`src/hw/rtl/tsrsc_pkg.sv`:
```
// Shared types, codes and constants for the train speed ramp station controller.
package tsrsc_pkg;

   localparam int unsigned NOW_WIDTH   = 32;
   localparam int unsigned MS_WIDTH    = 16;
   localparam int unsigned SPEED_WIDTH = 8;
   localparam int unsigned STEP_WIDTH  = 7;
   localparam int unsigned CSR_IDX_WIDTH = 3;
   localparam int unsigned CSR_DATA_WIDTH = 16;

   typedef enum logic [2:0] {
      MODE_STOPPED   = 3'd0,
      MODE_RAMP_UP   = 3'd1,
      MODE_RUNNING   = 3'd2,
      MODE_RAMP_DOWN = 3'd3,
      MODE_STATION   = 3'd4,
      MODE_EMERGENCY = 3'd5
   } mode_type;

   typedef enum logic [2:0] {
      REQ_TICK      = 3'd0,
      REQ_START     = 3'd1,
      REQ_STOP      = 3'd2,
      REQ_ESTOP     = 3'd3,
      REQ_RELEASE   = 3'd4,
      REQ_DIRECTION = 3'd5
   } req_code_type;

   typedef enum logic [CSR_IDX_WIDTH-1:0] {
      CSR_SENSOR_COOLDOWN = 3'd0,
      CSR_FWD_BRAKE_DELAY = 3'd1,
      CSR_REV_BRAKE_DELAY = 3'd2,
      CSR_STATION_WAIT    = 3'd3,
      CSR_CRUISE_SPEED    = 3'd4,
      CSR_RAMP_INTERVAL   = 3'd5,
      CSR_MIN_SPEED       = 3'd6,
      CSR_ACCEL_STEP      = 3'd7
   } csr_index_type;

   typedef struct packed {
      logic [2:0]           req_type;
      logic [NOW_WIDTH-1:0] now_ms;
      logic                 sensor_hit;
      logic                 wanted_forward;
   } tsrsc_req_type;

   typedef struct packed {
      logic [SPEED_WIDTH-1:0] speed;
      logic                   forward;
      logic [2:0]             mode;
      logic                   power_update;
   } tsrsc_rsp_type;

   typedef struct packed {
      logic [MS_WIDTH-1:0]    sensor_cooldown_ms;
      logic [MS_WIDTH-1:0]    forward_brake_delay_ms;
      logic [MS_WIDTH-1:0]    reverse_brake_delay_ms;
      logic [MS_WIDTH-1:0]    station_wait_ms;
      logic [SPEED_WIDTH-1:0] cruise_speed;
      logic [MS_WIDTH-1:0]    ramp_interval_ms;
      logic [SPEED_WIDTH-1:0] min_speed;
      logic [STEP_WIDTH-1:0]  accel_step;
   } tsrsc_cfg_type;

   typedef struct packed {
      mode_type               mode;
      logic [SPEED_WIDTH-1:0] speed;
      logic [SPEED_WIDTH-1:0] target;
      logic                   forward;
      logic                   sensor_stop;
      logic                   brake_armed;
      logic [NOW_WIDTH-1:0]   brake_mark_ms;
      logic [MS_WIDTH-1:0]    brake_window_ms;
      logic [NOW_WIDTH-1:0]   last_sensor_ms;
      logic [NOW_WIDTH-1:0]   station_start_ms;
      logic [NOW_WIDTH-1:0]   last_ramp_ms;
      logic                   flip_pending;
      logic                   flip_forward;
   } tsrsc_state_type;

   localparam logic [STEP_WIDTH-1:0] ACCEL_STEP_RESET = 7'd1;

endpackage

```
`src/hw/rtl/train_speed_ramp_station_controller_core.sv`:
```
// Top level of the train speed ramp station controller.
// This block sequences the motor speed of a model train. Each request word is a tick
// (carrying the millisecond time and the trackside sensor level) or an operator command
// (start, stop, emergency stop, release, direction request), and each one yields exactly
// one result word with the speed, direction, mode and a flag that says the bridge was
// written. A request word is captured in an input register, the whole sequencer step
// (sensor debounce, brake delay, station wait, ramp update, direction flip) is evaluated
// combinationally against the state registers, and the result lands in an output register.
// The block therefore takes one word per cycle while the output is not stalled. A word
// passes the input register and then the output register before its result word is shown.
// The input register keeps taking a word while a finished result waits on a
// stalled output, and back pressure reaches req_stall only when both registers are full
// and the output is stalled. The configuration registers are written through the csr_
// port, which is always ready; they must be written only while no request word is in
// flight.
module train_speed_ramp_station_controller_core
   import tsrsc_pkg::*;
(
   input  logic                      clock,
   input  logic                      reset,
   input  logic                      req_valid,
   output logic                      req_stall,
   input  tsrsc_req_type             req_data,
   output logic                      rsp_valid,
   input  logic                      rsp_stall,
   output tsrsc_rsp_type             rsp_data,
   input  logic                      csr_valid,
   output logic                      csr_ready,
   input  logic [CSR_IDX_WIDTH-1:0]  csr_index,
   input  logic [CSR_DATA_WIDTH-1:0] csr_data
);

   // Configuration registers.
   tsrsc_cfg_type   cfg_ff;
   tsrsc_cfg_type   cfg_in;
   tsrsc_cfg_type   cfg_reset;

   // Sequencer state carried from one request word to the next.
   tsrsc_state_type state_ff;
   tsrsc_state_type state_in;
   tsrsc_state_type state_nxt;
   tsrsc_state_type state_reset;

   // Input register and output register.
   logic            in_valid_ff;
   logic            in_valid_in;
   tsrsc_req_type   in_data_ff;
   tsrsc_req_type   in_data_in;
   logic            rsp_valid_ff;
   logic            rsp_valid_in;
   tsrsc_rsp_type   rsp_data_ff;
   tsrsc_rsp_type   rsp_data_in;
   tsrsc_rsp_type   step_rsp;

   logic            advance;
   logic            req_take;

   assign csr_ready = 1'b1;

   // The word in the input register moves on when the output register is empty or
   // is being emptied in this cycle.
   assign advance   = in_valid_ff && (!rsp_valid_ff || !rsp_stall);
   assign req_stall = in_valid_ff && !advance;
   assign req_take  = req_valid && !req_stall;

   tsrsc_step u_step (
      .state_cur (state_ff),
      .cfg       (cfg_ff),
      .req       (in_data_ff),
      .state_nxt (state_nxt),
      .rsp       (step_rsp)
   );

   // Values loaded at reset: everything zero except the step and the direction; the mode is MODE_STOPPED.
   always_comb begin
      cfg_reset              = '0;
      cfg_reset.accel_step   = ACCEL_STEP_RESET;
      state_reset            = '0;
      state_reset.mode       = MODE_STOPPED;
      state_reset.forward    = 1'b1;
   end

   always_comb begin
      cfg_in = cfg_ff;
      if (csr_valid && csr_ready) begin
         case (csr_index)
            CSR_SENSOR_COOLDOWN: cfg_in.sensor_cooldown_ms     = csr_data;
            CSR_FWD_BRAKE_DELAY: cfg_in.forward_brake_delay_ms = csr_data;
            CSR_REV_BRAKE_DELAY: cfg_in.reverse_brake_delay_ms = csr_data;
            CSR_STATION_WAIT:    cfg_in.station_wait_ms        = csr_data;
            CSR_CRUISE_SPEED:    cfg_in.cruise_speed           = csr_data[SPEED_WIDTH-1:0];
            CSR_RAMP_INTERVAL:   cfg_in.ramp_interval_ms       = csr_data;
            CSR_MIN_SPEED:       cfg_in.min_speed              = csr_data[SPEED_WIDTH-1:0];
            CSR_ACCEL_STEP:      cfg_in.accel_step             = csr_data[STEP_WIDTH-1:0];
            default: begin
            end
         endcase
      end
   end

   always_comb begin
      state_in     = advance ? state_nxt : state_ff;
      in_valid_in  = req_take ? 1'b1 : (advance ? 1'b0 : in_valid_ff);
      in_data_in   = req_take ? req_data : in_data_ff;
      rsp_valid_in = advance ? 1'b1 : (rsp_stall ? rsp_valid_ff : 1'b0);
      rsp_data_in  = advance ? step_rsp : rsp_data_ff;
   end

   always_ff @(posedge clock) begin
      if (reset) begin
         cfg_ff                      <= cfg_reset;
         state_ff                    <= state_reset;
         in_valid_ff                 <= 1'b0;
         rsp_valid_ff                <= 1'b0;
      end else begin
         cfg_ff                      <= cfg_in;
         state_ff                    <= state_in;
         in_valid_ff                 <= in_valid_in;
         rsp_valid_ff                <= rsp_valid_in;
      end
   end

   always_ff @(posedge clock) begin
      in_data_ff  <= in_data_in;
      rsp_data_ff <= rsp_data_in;
   end

   assign rsp_valid = rsp_valid_ff;
   assign rsp_data  = rsp_data_ff;

   // The train never moves while stopped or in emergency.
   assert property (@(posedge clock) disable iff (reset)
      (state_ff.mode == MODE_STOPPED || state_ff.mode == MODE_EMERGENCY)
         |-> (state_ff.speed == '0))
      else $error("nonzero speed while stopped or in emergency");

   // A pending direction flip is always dropped on an emergency stop.
   assert property (@(posedge clock) disable iff (reset)
      state_ff.flip_pending |-> (state_ff.mode != MODE_EMERGENCY))
      else $error("direction flip pending during emergency");

   // Every word that leaves the input register shows up as a result next cycle.
   assert property (@(posedge clock) disable iff (reset)
      advance |=> rsp_valid_ff)
      else $error("processed word produced no result");

   // Back pressure only when both the input and output registers are occupied.
   assert property (@(posedge clock) disable iff (reset)
      req_stall |-> (in_valid_ff && rsp_valid_ff && rsp_stall))
      else $error("input stalled with room in the pipeline");

endmodule

```
`src/hw/rtl/tsrsc_step.sv`:
```
// Next-state and result logic for one request word of the speed sequencer.
module tsrsc_step
   import tsrsc_pkg::*;
(
   input  tsrsc_state_type state_cur,
   input  tsrsc_cfg_type   cfg,
   input  tsrsc_req_type   req,
   output tsrsc_state_type state_nxt,
   output tsrsc_rsp_type   rsp
);

   always_comb begin
      tsrsc_state_type       s;
      logic                  pu;
      logic                  emerg;
      logic [NOW_WIDTH-1:0]  now;
      logic [8:0]            up_sum;
      logic [SPEED_WIDTH-1:0] up_speed;
      logic signed [9:0]     down_next;

      s         = state_cur;
      pu        = 1'b0;
      emerg     = (state_cur.mode == MODE_EMERGENCY);
      now       = req.now_ms;
      up_sum    = '0;
      up_speed  = '0;
      down_next = '0;

      case (req.req_type)
         REQ_TICK: begin
            if (!emerg) begin
               // Debounced sensor trigger arms the direction-dependent brake delay.
               if (req.sensor_hit &&
                   ((now - s.last_sensor_ms) >= {16'b0, cfg.sensor_cooldown_ms})) begin
                  s.last_sensor_ms = now;
                  if (s.mode == MODE_RUNNING && s.speed != '0 && !s.brake_armed) begin
                     s.brake_armed     = 1'b1;
                     s.brake_mark_ms   = now;
                     s.brake_window_ms = s.forward ? cfg.forward_brake_delay_ms
                                                   : cfg.reverse_brake_delay_ms;
                  end
               end
               if (s.brake_armed &&
                   ((now - s.brake_mark_ms) >= {16'b0, s.brake_window_ms})) begin
                  s.brake_armed = 1'b0;
                  if (s.mode == MODE_RUNNING && s.speed != '0) begin
                     s.mode        = MODE_RAMP_DOWN;
                     s.target      = '0;
                     s.sensor_stop = 1'b1;
                  end
               end
               if (s.mode == MODE_STATION &&
                   ((now - s.station_start_ms) >= {16'b0, cfg.station_wait_ms})) begin
                  s.target = cfg.cruise_speed;
                  s.mode   = MODE_RAMP_UP;
               end

               // Momentum: one ramp update per interval.
               if ((now - s.last_ramp_ms) >= {16'b0, cfg.ramp_interval_ms}) begin
                  s.last_ramp_ms = now;
                  if (s.speed != s.target) begin
                     pu = 1'b1;
                     if (s.speed < s.target) begin
                        if (s.speed == '0) begin
                           up_speed = (cfg.min_speed > s.target) ? s.target : cfg.min_speed;
                        end else begin
                           up_sum   = {1'b0, s.speed} + {2'b0, cfg.accel_step};
                           up_speed = (up_sum > {1'b0, s.target}) ? s.target
                                                                  : up_sum[SPEED_WIDTH-1:0];
                        end
                        s.speed = up_speed;
                     end else begin
                        down_next = $signed({2'b0, s.speed})
                                    - $signed({2'b0, cfg.accel_step, 1'b0});
                        if (s.target == '0 && down_next <= $signed({2'b0, cfg.min_speed})) begin
                           down_next = '0;
                        end
                        if (down_next < $signed({2'b0, s.target})) begin
                           down_next = $signed({2'b0, s.target});
                        end
                        s.speed = down_next[SPEED_WIDTH-1:0];
                     end

                     if (s.speed == '0) begin
                        if (s.flip_pending) begin
                           s.flip_pending = 1'b0;
                           s.forward      = s.flip_forward;
                           s.target       = cfg.cruise_speed;
                           s.mode         = MODE_RAMP_UP;
                        end else if (s.target == '0) begin
                           if (s.sensor_stop) begin
                              s.mode             = MODE_STATION;
                              s.station_start_ms = now;
                           end else begin
                              s.mode = MODE_STOPPED;
                           end
                           s.sensor_stop = 1'b0;
                        end
                     end else if (s.speed == s.target) begin
                        s.mode = MODE_RUNNING;
                     end
                  end
               end
            end
         end
         REQ_START: begin
            if (!emerg) begin
               s.target      = cfg.cruise_speed;
               s.mode        = MODE_RAMP_UP;
               s.sensor_stop = 1'b0;
               s.brake_armed = 1'b0;
            end
         end
         REQ_STOP: begin
            if (!emerg) begin
               s.target       = '0;
               s.mode         = MODE_RAMP_DOWN;
               s.sensor_stop  = 1'b0;
               s.brake_armed  = 1'b0;
               s.flip_pending = 1'b0;
            end
         end
         REQ_ESTOP: begin
            s.speed        = '0;
            s.target       = '0;
            s.mode         = MODE_EMERGENCY;
            s.sensor_stop  = 1'b0;
            s.brake_armed  = 1'b0;
            s.flip_pending = 1'b0;
            pu             = 1'b1;
         end
         REQ_RELEASE: begin
            if (emerg) begin
               s.mode = MODE_STOPPED;
            end
         end
         REQ_DIRECTION: begin
            if (!emerg && req.wanted_forward != s.forward) begin
               if (s.speed == '0 && s.target == '0) begin
                  s.forward = req.wanted_forward;
               end else begin
                  s.flip_pending = 1'b1;
                  s.flip_forward = req.wanted_forward;
                  s.target       = '0;
                  s.mode         = MODE_RAMP_DOWN;
                  s.sensor_stop  = 1'b0;
               end
            end
         end
         default: begin
         end
      endcase

      state_nxt        = s;
      rsp.speed        = s.speed;
      rsp.forward      = s.forward;
      rsp.mode         = s.mode;
      rsp.power_update = pu;
   end

endmodule
```
`config.mk`:
```
export PLATFORM = sky130hd
export DESIGN_NAME = train_speed_ramp_station_controller_core
export DESIGN_NICKNAME = d
export VERILOG_FILES = /design/src/hw/rtl/tsrsc_pkg.sv /design/src/hw/rtl/train_speed_ramp_station_controller_core.sv /design/src/hw/rtl/tsrsc_step.sv
export SDC_FILE = /design/constraint.sdc
export NUM_CORES = 1
export LEC_CHECK = 0
export ABC_AREA = 1
export BUFFER_PORTS_ARGS = -buffer_cell sky130_fd_sc_hd__buf_4
export CAP_MARGIN = 20
export CORE_MARGIN = 2
export CORE_UTILIZATION = 30
export CTS_CLUSTER_DIAMETER = 40
export DETAILED_ROUTE_END_ITERATION = 6
export PLACE_DENSITY = 0.55
export SLEW_MARGIN = 40
export SYNTH_ARGS = -nofsm -noshare
export SYNTH_HDL_FRONTEND = slang
export SYNTH_HIERARCHICAL = 1
export SYNTH_SLANG_ARGS = --single-unit
```
`constraint.sdc`:
```
create_clock -name clock -period 10.9 [get_ports clock]
set_input_delay 1.09 -clock clock [delete_from_list [all_inputs] [get_ports clock]]
set_output_delay 1.09 -clock clock [all_outputs]
set_load 0.05 [all_outputs]
```
==> Word level (Yosys, flattened, before mapping) <==
Index checks and enable logic that the tools add are counted.
{ "totals": {"inputBits": 61, "reg_bits": 323, "wordCells": 210} }
{ "op_classes": {"addsub": 6, "order_cmp": 9, "muxes": 84, "bitwise": 3, "reduce_logical": 48, "eq_ne": 29} }
{ "op_table": {"columns": ["cell", "n"], "rows": [
  ["2-to-1 mux 81 bit", 3],
  ["2-to-1 mux 167 bit", 1],
  ["2-to-1 mux 32 bit", 5],
  ["2-to-1 mux 8 bit", 17],
  [">= comparator 32 x 16 -> 1 bit", 4],
  ["subtractor 32 bit", 4],
  ["2-to-1 mux 10 bit", 8],
  ["2-to-1 mux 65 bit", 1],
  ["2-to-1 mux 49 bit", 1],
  ["2-to-1 mux 3 bit", 15],
  ["2-to-1 mux 21 bit", 2],
  ["one-hot mux 8 bit (5 select lines)", 1],
  ["zero test 8 bit", 4],
  ["== test 3 bit (second input constant)", 8],
  ["one-hot mux 3 bit (6 select lines)", 1],
  ["AND reduction 9 bit", 2],
  ["2-to-1 mux 16 bit", 1],
  ["one-hot mux 8 bit (2 select lines)", 1],
  ["AND reduction 2 bit", 8],
  ["AND reduction 4 bit", 4],
  ["== test 3 x 2 -> 1 bit (second input constant)", 5],
  ["2-to-1 mux 1 bit", 15],
  ["2-to-1 mux 2 bit", 6],
  ["logical AND 1 bit", 11],
  ["31 further kinds", 51]
]} }

==> Logic depth before layout (Yosys ltp) <==
Gate-level depths: netlist (run 1).
{ "depth": {"depth_word": 40, "depth_mapped": 87} }

==> Cells and area by module <==
The synthesis (run 1) kept the hierarchy.
{ "modules_own_cells": {"columns": ["mod", "area_per_inst_um2", "instances", "cells_per_inst", "seq_area_each_um2"], "rows": [
  ["tsrsc_step", 15023.2, 1, 2808, 0.0],
  ["train_speed_ramp_station_controller_core", 11403.4, 1, 1380, 6966.7]
]} }

==> Least setup slack after synthesis (run 1) <==
Ideal clock, no wire load.
{ "synth_timing": {"path_kind": "flip-flop to flip-flop", "start": "reg in_data_ff[3] (netlist name)", "end": "reg state_ff[46] (netlist name)", "required_ns": 10.784, "period_less_slack_ns": 9.604, "t_arrival_ns": 9.488, "setup_ns": 0.116, "stages_incl_launch_ff": 74, "path_buffers": 4, "path_slack_ns": 1.296, "cell_sequence": "edfxtp_1 inv_1 fa_1 inv_1 nand2_1 nand2_1 and2_1 nand3_1 nand2_1 xor2_1 ha_1 a21oi_1 o31ai_1 nor2_1 nand2_1 nor2_1 nand2_1 a21oi_2 (+38 left out) o32ai_1 nand2_1 inv_1 clkbuf_1 nor2_1 o22ai_1 nand2_1 nand2_1 nand2_1 nor2_2 nand2_4 nor4_4 nand2_4 buf_2 nand2_1 o21ai_2 o21ai_0 nor2_1"} }
{ "synth_between": {"elab_chain_len": 34} }
{ "synth_lines": {"columns": ["element", "line_no", "rtl"], "rows": [
  ["from (decl)", "train_speed_ramp_station_controller_core.sv:47", "tsrsc_req_type in_data_ff;"],
  ["from (signal assigned)", "train_speed_ramp_station_controller_core.sv:124", "in_data_ff <= in_data_in;"],
  ["subtractor 32 bit", "tsrsc_step.sv:34", "((now - s.last_sensor_ms) >= {16'b0, cfg.sensor_cooldown_ms})) begin"],
  [">= comparator 32 x 16 -> 1 bit", "tsrsc_step.sv:34", null],
  ["logical AND 1 bit", "tsrsc_step.sv:33", "if (req.sensor_hit &&"],
  ["2-to-1 mux 81 bit", "tsrsc_step.sv:33", null],
  ["2-to-1 mux 81 bit", "tsrsc_step.sv:31", "if (!emerg) begin"],
  ["2-to-1 mux 81 bit", "tsrsc_step.sv:29", "case (req.req_type)"],
  ["subtractor 32 bit", "tsrsc_step.sv:44", "((now - s.brake_mark_ms) >= {16'b0, s.brake_window_ms})) begin"],
  [">= comparator 32 x 16 -> 1 bit", "tsrsc_step.sv:44", null],
  ["(+18 left out)", null, null],
  ["2-to-1 mux 8 bit", "tsrsc_step.sv:78", "if (down_next < $signed({2'b0, s.target})) begin"],
  ["2-to-1 mux 8 bit", "tsrsc_step.sv:63", "if (s.speed < s.target) begin"],
  ["2-to-1 mux 8 bit", "tsrsc_step.sv:61", "if (s.speed != s.target) begin"],
  ["2-to-1 mux 8 bit", "tsrsc_step.sv:59", "if ((now - s.last_ramp_ms) >= {16'b0, cfg.ramp_interval_ms}) begin"],
  ["2-to-1 mux 8 bit", "tsrsc_step.sv:31", null],
  ["2-to-1 mux 8 bit", "tsrsc_step.sv:29", null],
  ["zero test 8 bit", "tsrsc_step.sv:84", "if (s.speed == '0) begin"],
  ["AND reduction 9 bit (no line) (*)", null, null],
  ["to (signal assigned)", "train_speed_ramp_station_controller_core.sv:112", "state_ff <= state_reset;"],
  ["to (signal assigned)", "train_speed_ramp_station_controller_core.sv:117", "state_ff <= state_in;"],
  ["to (decl)", "train_speed_ramp_station_controller_core.sv:39", "tsrsc_state_type state_ff;"]
]} }
Mark *: on every way between the ends. The rest lies on a longest branch, timed or not. The select of a mux whose other input is x is not followed.
A chain may end at the register's enable or synchronous reset.

==> Worst setup path after layout (run 1) <==
{ "layout_timing": {"start": "reg in_data_ff[2] (netlist name)", "end": "reg state_ff[47] (netlist name)"} }
Same word-level chain as after synthesis.

==> flow_metrics.env, run 1 <==
export IMPL_status="completed"
export IMPL_routabilityCongestion=0.9133
export IMPL_synth_top_area_share_pct=20.68
export IMPL_syn_inst=4188
export IMPL_ios=77
export IMPL_overflow=0
export IMPL_grt_pass1_vias=24711
export IMPL_worstSetupStartpoint="in_data_ff[2]"
export IMPL_synth_seq_cells=323
export IMPL_cp_end_kind="register"
export IMPL_cts_buffers=73
export IMPL_fin_nets=4594
export IMPL_final_max_slew_viol_count=0
export IMPL_core_um2=87020
export IMPL_hold_viol_final=0
export IMPL_final_common_cell="nand2_1"
export IMPL_ys_warn_count=6
export IMPL_p_leak_nw=14.43
export IMPL_slowest_delay_ps=350
export IMPL_worstMarginPinSlew_ps=847.5
export IMPL_netlist_area_um2=26430
export IMPL_p_per_area_nw_per_um2=163.5
export IMPL_wl_per_cell_um=16.42
export IMPL_drc=0
export IMPL_yosys_area_top_type="dfxtp_1"
export IMPL_timing_critical_path_max_delay_family="simple AND/OR/NAND/NOR gates"
export IMPL_avgSynthCellArea_um2=6.310
export IMPL_cts_tree="built"
export IMPL_via_per_inst=4.871
export IMPL_hold_class="register to register"
export IMPL_regToRegEndpoint="state_ff[47]"
export IMPL_grt_max_degree=109
export IMPL_path_common_cell="nand2_1"
export IMPL_crit_type="register to register"
export IMPL_drt_wl_total_mm=90.39
export IMPL_start_util_pct=30.37
export IMPL_cts_path_max_buffers=3
export IMPL_fin_crit_sh_pct=93.87
export IMPL_vias=26810
export IMPL_fin_crit_ps=10230
export IMPL_detail_route_antenna_nets=0
export IMPL_endpoint="state_ff[47]"
export IMPL_path_max_fanout=8
export IMPL_cap_viol_max_count=0
export IMPL_clk_pin_slew_ps=50
export IMPL_antenna_found_initial=1
export IMPL_crit_cells=70
export IMPL_clock_root_buffer="clkbuf_16"
export IMPL_ir_worst_vdd_v=0.0001047
export IMPL_mostFrequentLayoutCells="nand2_1, nor2_1, inv_1, o21ai_0, dfxtp_1"
export IMPL_synthFlopType="dfxtp_1"
export IMPL_async_reset_ff_share_pct=0
export IMPL_reg2reg_depth=70
export IMPL_hold_depth=2
export IMPL_setup_viol=0
export IMPL_syn_nets=4494
export IMPL_insertion_delay_ps=630
export IMPL_timing_rr_start="in_data_ff[2]"
export IMPL_setup_tns_ps=0
export IMPL_core_rowCount=108
export IMPL_fin_worst_skew_ps=25.88
export IMPL_path_buf_inv=6
export IMPL_synth_edf_count=50
export IMPL_synth_seq_area_share_pct=26.36
export IMPL_portBuffers=75
export IMPL_hpwl_mm=64.72
export IMPL_cts_sinks=323
export IMPL_ctsHoldBuffers=0
export IMPL_crit_required_ps=11400
export IMPL_timing_fmax_mhz=97.74
export IMPL_drt_iter0_drc=1968
export IMPL_drive_gt1_share_pct=10.69
export IMPL_die_x_um=300.8
export IMPL_firstDrtPassIters=5
export IMPL_synth_top_cells_by_area="dfxtp_1, nand2_1, ha_1, nor2_1, o21ai_0"
export IMPL_htreeDepth=3
export IMPL_r2r_setup_slack_ps=670
export IMPL_dieArea_um2=90480
export IMPL_grtUsageTotal_pct=19.24
export IMPL_synth_distinct_cells=63
export IMPL_crit_arrival_ps=10730
export IMPL_area_growth_pct=19.23
export IMPL_critPathSlowestCell="fa_2"
export IMPL_relSlewSlack_pct=43.31
export IMPL_grt_pass1_wl_mm=138.8
export IMPL_power_mw=5.151
export IMPL_die_h_um=300.8
export IMPL_worst_setup_path_start_kind="register"
## synth_stat cells, drive strengths merged (41+ instances only)
| master | count |
|---|---|
| o21ai | 450 |
| nand2 | 971 |
| xor2 | 70 |
| edfxtp | 50 |
| a21oi | 219 |
| dfxtp | 273 |
| clkbuf | 87 |
| nand4 | 41 |
| buf | 69 |
| nor2 | 731 |
| ha | 239 |
| inv | 552 |
| nand3 | 250 |
## sequential cells by signal, summed over array words and instances, names as in the netlist
signal,count
cfg_ff,103
in_data_ff,37
in_valid_ff,1
rsp_data,13
rsp_valid,1
state_ff,168
## per-layer routing
layer | up-vias | share of wire (%) | track usage [%]
met5 | - | 0 | 0
met4 | 0 | 2.1 | 5.271
met3 | 109 | 5.0 | 2.475
met2 | 628 | 46 | 31.14
met1 | 12336 | 47 | 26.76
li1 | 13737 | - | -
## power breakdown
part           total (mW)  switching [mW]  internal [mW]  leakage, nW
registers            1.34          0.0596           1.29         2.72
clock network        2.24           0.796           1.44         1.22
logic                1.57           0.998          0.570         10.5
## worst min path at each step
| stage | slack, ps | startpoint | endpoint |
|---|---|---|---|
| after floorplan | 440 | state_ff[148] | state_ff[148] |
| after CTS | 480 | cfg_ff[24] | cfg_ff[24] |
| final | 480 | cfg_ff[26] | cfg_ff[26] |
| after global placement | 460 | cfg_ff[27] | cfg_ff[27] |
| after detailed placement | 470 | cfg_ff[88] | cfg_ff[88] |
| after global routing | 500 | cfg_ff[47] | cfg_ff[47] |
## cell type report
type / count / area (µm²)
Fill cell: 9406 / 55510
Multi-Input combinational cell: 3156 / 17030
Antenna cell: 1 / 2.502
Inverter: 556 / 2111
Clock buffer: 87 / 1949
Timing Repair Buffer: 178 / 1443
Clock inverter: 48 / 560.5
Sequential cell: 323 / 6970
Tap cell: 1155 / 1445
## through the flow
| stage | cell area [µm²] | setup slack, ps | std cells | hold WS [ps] | util (%) |
|---|---|---|---|---|---|
| 2_1_floorplan | 26430 | 1296 | 4188 | 440.1 | - |
| 3_3_place_gp | 28180 | 379.4 | 5326 | 462.9 | 32.39 |
| 3_5_place_dp | 28230 | 189.7 | 5327 | 471.3 | 32.44 |
| 4_1_cts | 30740 | 105.5 | 5462 | 481.3 | 35.32 |
| 5_1_grt | 31510 | -72.17 | 5503 | 496.0 | 36.20 |
| 6_report | 31510 | 668.3 | 5504 | 476.0 | 36.21 |
## timing repair
action                                  4_1_cts  5_1_grt
buffers inserted                              0       32
endpoints found under the setup margin        0       60
resized for setup                             0      105
## logic make-up after synthesis
kind of cell | Yosys count | synth area share, %
multiplexers | 16 | 0.6060
buffers and inverters | 712 | 10.82
adder cells (fa/ha/maj) | 245 | 11.77
AO/OA/AOI/OAI | 750 | 15.48
other | 1 | 0.01419
XOR/XNOR | 97 | 3.215
flip-flops | 323 | 26.36
AND/OR/NAND/NOR | 2044 | 31.74
## worst reg2reg max path: cells and delay by family (launching register included)
kind            cells  cell delay (ps)
xor+xnor            2              350
simple gates       35             4030
compound gates     21             3000
buf+inv             6              800
flops               1              320
fa+ha+maj           6             1630
Power figures use the tool's default switching activity.
==> inputs of run 2 (changes only) <==
RECOVER_POWER = 100   (was unset)
SLEW_MARGIN = 15   (was 40)
==> flow_metrics.env, run 2 (synthesized netlist as in run 1, its figures left out) <==
export IMPL_largest_registers="state_ff: 168 flops, cfg_ff: 103 flops, in_data_ff: 37 flops"
export IMPL_overflow=0
export IMPL_hold_viol_final=0
export IMPL_largest_reg_flops=168
export IMPL_antenna_found_initial=1
export IMPL_timing_fmax_mhz=98.72
export IMPL_relSlewSlack_pct=-125.7
export IMPL_grtUsageTotal_pct=19.29
export IMPL_insertion_delay_ps=630
export IMPL_start_util_pct=30.37
export IMPL_path_common_cell="nand2_1"
export IMPL_hold_class="register to register"
export IMPL_grt_max_degree=109
export IMPL_die_h_um=300.8
export IMPL_cts_tree="built"
export IMPL_critPathSlowestCell="edfxtp_1"
export IMPL_rsz0062_at_grt="no"
export IMPL_status="finished with violations"
export IMPL_worst_setup_path_start_kind="register"
export IMPL_drt_iter0_drc=2173
export IMPL_p_per_area_nw_per_um2=164.4
export IMPL_fin_nets=4581
export IMPL_final_max_slew_viol_count=248
export IMPL_dieArea_um2=90480
export IMPL_grt_pass1_vias=24850
export IMPL_slowest_delay_ps=440
export IMPL_p_leak_nw=14.21
export IMPL_antenna_cells=0
export IMPL_fillers=9503
export IMPL_final_util_pct=35.79
export IMPL_multiInputGateArea_um2=16900
export IMPL_detail_route_antenna_nets=0
export IMPL_core_rowCount=108
export IMPL_wl_per_cell_um=16.45
export IMPL_clock_root_buffer="clkbuf_16"
export IMPL_crit_required_ps=11410
export IMPL_fin_worst_skew_ps=34.11
export IMPL_cap_viol_max_count=5
export IMPL_cts_buffers=72
export IMPL_drive_gt1_share_pct=9.227
export IMPL_hpwl_mm=64.86
export IMPL_cts_sinks=323
export IMPL_ctsHoldBuffers=0
export IMPL_worstMarginPinSlew_ps=3386
export IMPL_final_common_cell="nand2_1"
export IMPL_regArea_um2=6969
export IMPL_drt_wl_total_mm=90.32
export IMPL_cp_end_kind="register"
export IMPL_via_per_inst=4.886
export IMPL_setup_viol=0
export IMPL_violations="max-capacitance violations, max-slew violations"
export IMPL_clk_pin_slew_ps=50
export IMPL_crit_arrival_ps=10640
export IMPL_cts_path_max_buffers=3
export IMPL_vias=26825
export IMPL_die_x_um=300.8
export IMPL_setup_tns_ps=0
export IMPL_routabilityCongestion=0.9133
export IMPL_grt_pass1_wl_mm=138.9
export IMPL_dpl_cell_area_um2=28200
export IMPL_area_growth_pct=17.85
export IMPL_postLayoutCellArea_um2=31140
export IMPL_fin_hold_ws_ps=477.8
export IMPL_path_max_fanout=8
export IMPL_firstDrtPassIters=6
export IMPL_fin_crit_ps=10130
export IMPL_ios=77
export IMPL_portBuffers=75
export IMPL_fin_crit_sh_pct=92.94
export IMPL_core_um2=87020
export IMPL_power_mw=5.121
export IMPL_mostFrequentLayoutCells="nand2_1, nor2_1, inv_1, o21ai_0, dfxtp_1"
export IMPL_top_register="state_ff"
export IMPL_htreeDepth=3
export IMPL_drc=0
export IMPL_crit_type="register to register"
export IMPL_ir_worst_vdd_v=0.0001108
[run 2: path summary, 6_finish.rpt]
kind	startpoint	endpoint	slack, ps	cells after the start
worst max-delay path	in_data_ff[4]	state_ff[41]	770	70
worst max register to register	in_data_ff[4]	state_ff[41]	770	70
worst min register to register	cfg_ff[84]	cfg_ff[84]	480	2
worst min-delay path	cfg_ff[84]	cfg_ff[84]	480	2
[run 2: worst max-delay path, delay by kind of cell (launching register included)]
| family | cells | cell delay, ps |
|---|---|---|
| buf+inv | 6 | 730 |
| fa+ha+maj | 6 | 1740 |
| compound gates | 21 | 2650 |
| simple gates | 35 | 4130 |
| flops | 1 | 440 |
| xor+xnor | 2 | 300 |
[run 2: area by class of cell]
class                      instances  area share, %
timing repair buffer             165          3.861
clock inverter                    52          1.912
tap                             1155          4.640
sequential                       323          22.38
multi-input combinational       3156          54.27
inverter                         556          6.741
clock buffer                      82          6.171
timing repair inverter             1        0.02410
[run 2: per-stage QoR]
step	setup WS [ps]	cells
floorplan	1296	4188
global placement	379.4	5326
detailed placement	184.0	5327
CTS	119.8	5461
global route	3.635	5490
finish	770.0	5490
[run 2: metal layers]
metal | up-vias | track usage [%] | share of wire [%]
met5 | - | 0 | 0
met4 | 0 | 6.551 | 2.8
met3 | 130 | 2.381 | 5.4
met2 | 702 | 30.76 | 44
met1 | 12265 | 26.80 | 47
li1 | 13728 | - | -
[run 2: report_power, final]
group,internal (mW),total (mW),switching (mW)
Sequential,1.29,1.34,0.0591
Clock,1.42,2.24,0.818
Combinational,0.550,1.54,0.988
Total,3.26,5.12,1.86
[run 2: what timing repair did]
item | 4_1_cts | 5_1_grt
hold endpoints to repair | 0 | 0
endpoints found under the setup margin | 0 | 62
setup buffers | 0 | 19
resized for setup | 0 | 76
